===== config.mk =====
export PLATFORM = sky130hd
export DESIGN_NAME = qcs_scale
export DESIGN_NICKNAME = d
export VERILOG_FILES = /design/src/rtl/quadrature_counter_with_speed_unit_macros.svh /design/src/rtl/qcs_pkg.sv /design/src/rtl/qcs_scale.sv
export SDC_FILE = /design/constraint.sdc
export NUM_CORES = 2
export LEC_CHECK = 0
export ABC_AREA = 1
export ABC_CLOCK_PERIOD_IN_PS = 5700
export BUFFER_PORTS_ARGS = -buffer_cell sky130_fd_sc_hd__buf_2
export CORE_MARGIN = 5
export CORE_UTILIZATION = 40
export CTS_BUF_LIST = sky130_fd_sc_hd__clkbuf_8
export DETAILED_ROUTE_END_ITERATION = 8
export RECOVER_POWER = 100
export SYNTH_ARGS = -nofsm -noshare
export SYNTH_HDL_FRONTEND = slang
export SYNTH_SLANG_ARGS = --single-unit

===== constraint.sdc =====
create_clock -name clk -period 5.7 [get_ports clk]
set_clock_uncertainty 0.05 [all_clocks]
set_input_delay 0 -clock clk [delete_from_list [all_inputs] [get_ports clk]]
set_output_delay 0 -clock clk [all_outputs]
set_load 0.01 [all_outputs]

===== src/rtl/quadrature_counter_with_speed_unit_macros.svh =====
// Assertion macros shared by the quadrature counter RTL.
// Included by files that carry concurrent checks; needs clk and rst_n in scope.
`ifndef QUADRATURE_COUNTER_WITH_SPEED_UNIT_MACROS_SVH
`define QUADRATURE_COUNTER_WITH_SPEED_UNIT_MACROS_SVH
`ifndef SYNTHESIS
// Same-cycle implication, checked at every rising edge out of reset.
`define QCS_ASSERT_NOW(name, ante, cons) \
  name: assert property (@(posedge clk) disable iff (!rst_n) (ante) |-> (cons)) \
    else $error("qcs check failed");
// Next-cycle implication.
`define QCS_ASSERT_NEXT(name, ante, cons) \
  name: assert property (@(posedge clk) disable iff (!rst_n) (ante) |=> (cons)) \
    else $error("qcs check failed");
`else
`define QCS_ASSERT_NOW(name, ante, cons)
`define QCS_ASSERT_NEXT(name, ante, cons)
`endif
`endif


===== src/rtl/qcs_pkg.sv =====
// Shared types, constants and helpers for the quadrature counter with speed unit.
// No dependencies.
package qcs_pkg;

  localparam int DATA_W   = 32;
  localparam int PERIOD_W = 16;
  localparam int PROD_W   = 64;

  localparam logic signed [DATA_W-1:0] STEP_UP   = 32'sd2;
  localparam logic signed [DATA_W-1:0] STEP_DOWN = -32'sd2;

  localparam logic [PERIOD_W-1:0] PERIOD_RESET = 16'd20;

  typedef enum logic [1:0] {
    REG_REVERSE   = 2'd0,
    REG_PERIOD    = 2'd1,
    REG_RPM_SCALE = 2'd2,
    REG_RAD_SCALE = 2'd3
  } reg_idx_t;

  typedef enum logic {
    CMD_SAMPLE = 1'b0,
    CMD_CLEAR  = 1'b1
  } cmd_t;

  // Per-beat control carried down the pipe next to the payload.
  typedef struct packed {
    logic done;
    logic clr;
  } beat_ctl_t;

  // Clamp a signed 64-bit product to signed 32 bits.
  function automatic logic signed [DATA_W-1:0] sat_q16(input logic signed [PROD_W-1:0] p);
    logic over_pos;
    logic over_neg;
    over_pos = !p[PROD_W-1] && (p[PROD_W-2:DATA_W-1] != '0);
    over_neg = p[PROD_W-1] && (p[PROD_W-2:DATA_W-1] != '1);
    if (over_pos) begin
      sat_q16 = {1'b0, {(DATA_W-1){1'b1}}};
    end else if (over_neg) begin
      sat_q16 = {1'b1, {(DATA_W-1){1'b0}}};
    end else begin
      sat_q16 = p[DATA_W-1:0];
    end
  endfunction

endpackage


===== src/rtl/qcs_scale.sv =====
// Speed scaling slice: signed count delta times unsigned Q16.16 factor, registered,
// then saturated to signed Q16.16. Depends on qcs_pkg.
module qcs_scale (
  input  logic                 clk,
  input  logic                 load,
  input  logic signed [31:0]   delta,
  input  logic        [31:0]   scale,
  output logic signed [31:0]   sat_value
);
  import qcs_pkg::*;

  logic signed [PROD_W-1:0] prod_r;
  logic signed [PROD_W-1:0] prod_full;

  // Zero-extend the factor so it multiplies as a positive value.
  assign prod_full = $signed({delta[DATA_W-1], delta}) * $signed({1'b0, scale});

  always_ff @(posedge clk) begin
    if (load) begin
      prod_r <= prod_full;
    end
  end

  assign sat_value = sat_q16(prod_r);

endmodule


==> out/metrics.yaml <==
route.detailed.drc: 0
ys_top_cells_by_area: "sky130_fd_sc_hd__fa_1 46%, sky130_fd_sc_hd__inv_1 17%, sky130_fd_sc_hd__nand2_1 15%"
maxCapViolCount: 1
slowest_stage: "sky130_fd_sc_hd__fa_1"
fmax_ghz: 0.166
layout.nets: 6827
viasPerCell: 4.67
synthArstFlopShare: 0
std_cell_rows: 114
cts.sink_count: 64
detailroute.wirelength.met3_mm: 5.84
ff_latch_area_um2: 1920
drt_pass1_iterations: 5
timing.critical_path.from_type: "input port"
yosys_synthesis_warning_count: 0
mapped_area_um2: 39000
cpMostUsedCell: "sky130_fd_sc_hd__fa_1"
routed-via-count: 32000
gpl.final_weighted_congestion: 0.917
synth_instances: 5204
worst_slew_margin_rel: -1.59
synth_enable_flop_cells: 64
grt.overflow.total: 0
top_register: "prod_r"
status: "finished, violations left"
die-area_um2: 104000
number_of_fill_cells: 9362
worst_setup_path_end_kind: "flip-flop"
clock_tree.buffer_depth: 2
violations: "max-capacitance violations, max-slew violations, negative setup slack"
number_of_buffers_inserted_for_hold_repair_after_clock_tree_synthesis: 0
top_signal_layer_used: "met4"
synth_nets: 6458
worst_ep_required_time_ps: 5780
synth_largest_area_cell: "sky130_fd_sc_hd__fa_1"
floorplan.die.height_um: 322
worstHoldPathType: "in -> reg"
dp_hpwl_mm: 96.0
grt_antenna_before_repair: 0
portBuffers: 97
critPathKind: "in -> reg"
clk_transition_reported_paths_ps: 70
preCtsSetupSlack_ps: -1020
timing.final.setup_violations: 41
dieWidth_um: 322
timing.final.crit_share: 1.06
global_route_wire_length_before_repair_mm: 182
area_growth_syn_to_layout_pct: 22.8
worst-path-max-fanout: 7
setup_ws_ps: -334
ys_seq_elements: 64
timing.critical_path.slowest_cell_delay_ps: 580
rsz_0062_raised_after_global_routing: "yes"
period_needed_ps: 6030
yosysSeqAreaShare: 0.0493
design.core.area_um2: 96700
multiInputGateArea_um2: 32100
m1WireLength_mm: 46.6
number_of_i_o_pins: 98
ys_dominant_reg_cell: "sky130_fd_sc_hd__edfxtp_1"
fin_util: 0.495
report.final.slew_viol_count: 65
detail_route.iter0.violations: 1933
drt-total-wl_mm: 112
max_ffs_per_register: 64
n_antenna_cell: 0
met2_length_mm: 55.7
grt_max_degree: 65
postRouteAntennaNets: 0
largest_registers: "prod_r (64)"
tritoncts: "built"
grt.total_usage: 0.221
clk_root_buffer_cell: "sky130_fd_sc_hd__clkbuf_8"
grt_pass1_vias: 34600
netlist-cell-type-count: 30
timing_worst_slew_pin_value_ps: 3880
avgSynthCellArea_um2: 7.49
cts_inserted_buffers: 9
arrival_ps: 6120
yosysTopAreaCellShare: 0.461
final_hold_violation_count: 0
cts.htree.levels: 3
floorplan.initialDensity: 0.403
final_layout_size_suffix_gt1_frac: 0.195
avgRoutedWirePerCell_um: 16.4
## repair_timing
| action | CTS | global route |
|---|---|---|
| resized for setup | 430 | 341 |
| setup buffers | 42 | 18 |
| cloned | 6 | 2 |
| pin swaps | 206 | 201 |
| endpoints found under the setup margin | 50 | 51 |
## routing by layer
layer | global-route usage | vias to the layer above
li1 | - | 15000
met4 | 0.0674 | 0
met3 | 0.0218 | 206
met5 | 0 | -
met1 | 0.288 | 16000
met2 | 0.390 | 863
## synth_stat cells, types with 10 or more instances
master,n
sky130_fd_sc_hd__inv_1,1785
sky130_fd_sc_hd__nand2_1,1600
sky130_fd_sc_hd__fa_1,897
sky130_fd_sc_hd__ha_1,291
sky130_fd_sc_hd__clkbuf_1,193
sky130_fd_sc_hd__nor2_1,104
sky130_fd_sc_hd__edfxtp_1,64
sky130_fd_sc_hd__nand3_1,61
sky130_fd_sc_hd__a21oi_1,48
sky130_fd_sc_hd__xor2_1,30
sky130_fd_sc_hd__nand4_1,27
sky130_fd_sc_hd__nor2_2,18
sky130_fd_sc_hd__or2_2,17
sky130_fd_sc_hd__nor3_1,12
sky130_fd_sc_hd__o21ai_0,10
## path summary, 6_finish.rpt
check             startpoint                    to  slack [ps]  cells past startpoint
setup / recovery   scale[14]  prod_r[58]$_DFFE_PP_        -330                     27
hold / removal      delta[1]   prod_r[1]$_DFFE_PP_         290                      5
## metrics by stage
step                      hold WS (ps)  TNS, ps  cell area [um^2]  std cells
final                              293    -7300             47900       6854
after global placement             467   -38390             44400       6777
after CTS                          338    -4900             46600       6836
after global routing               333   -13970             47900       6854
after floorplan                   62.5     -178             40000       5204
after detailed placement           471   -40070             44400       6777
## worst max-delay path: cells and delay by family
| kind | cells | cell delay [ps] |
|---|---|---|
| buffers and inverters | 9 | 730 |
| adders and majority gates | 9 | 4380 |
| and+or+nand+nor | 9 | 980 |
## area by class of cell
type                    count  area share
clock buffers               9     0.00259
clock inverters             7    0.000653
inverters                1787       0.140
multi-input cells        3154       0.670
flip-flops and latches     64      0.0401
well taps                1276      0.0333
repair buffers            557       0.113
## cells by family after synthesis
logic type,count (synthesis),synth area share
adder cells (fa/ha/maj),1188,0.554
AND/OR/NAND/NOR,1867,0.189
AO/OA/AOI/OAI,67,0.00921
buffers and inverters,1986,0.191
flip-flops,64,0.0493
XOR/XNOR,32,0.00719
## cells in the final DEF (no fill, tap or decap), drive strengths merged
| master | n |
|---|---|
| bufbuf | 1 |
| nand2 | 1607 |
| xnor2 | 2 |
| a21oi | 48 |
| o21a | 1 |
| xor2 | 30 |
| ha | 291 |
| clkinvlp | 1 |
| a31o | 1 |
| nand3 | 67 |
| inv | 1789 |
| nor3 | 14 |
| clkbuf | 56 |
| nor2 | 123 |
| buf | 509 |
| nor4 | 7 |
| o21ai | 10 |
| o21bai | 7 |
| and2 | 2 |
| nand3b | 1 |
| clkinv | 4 |
| fa | 897 |
| and3 | 2 |
| or2 | 17 |
| nand4 | 27 |
| edfxtp | 64 |
Power is left out: the tool's default activity adds up to more than one toggle a clock period on the data nets, which glitch-free logic cannot reach.
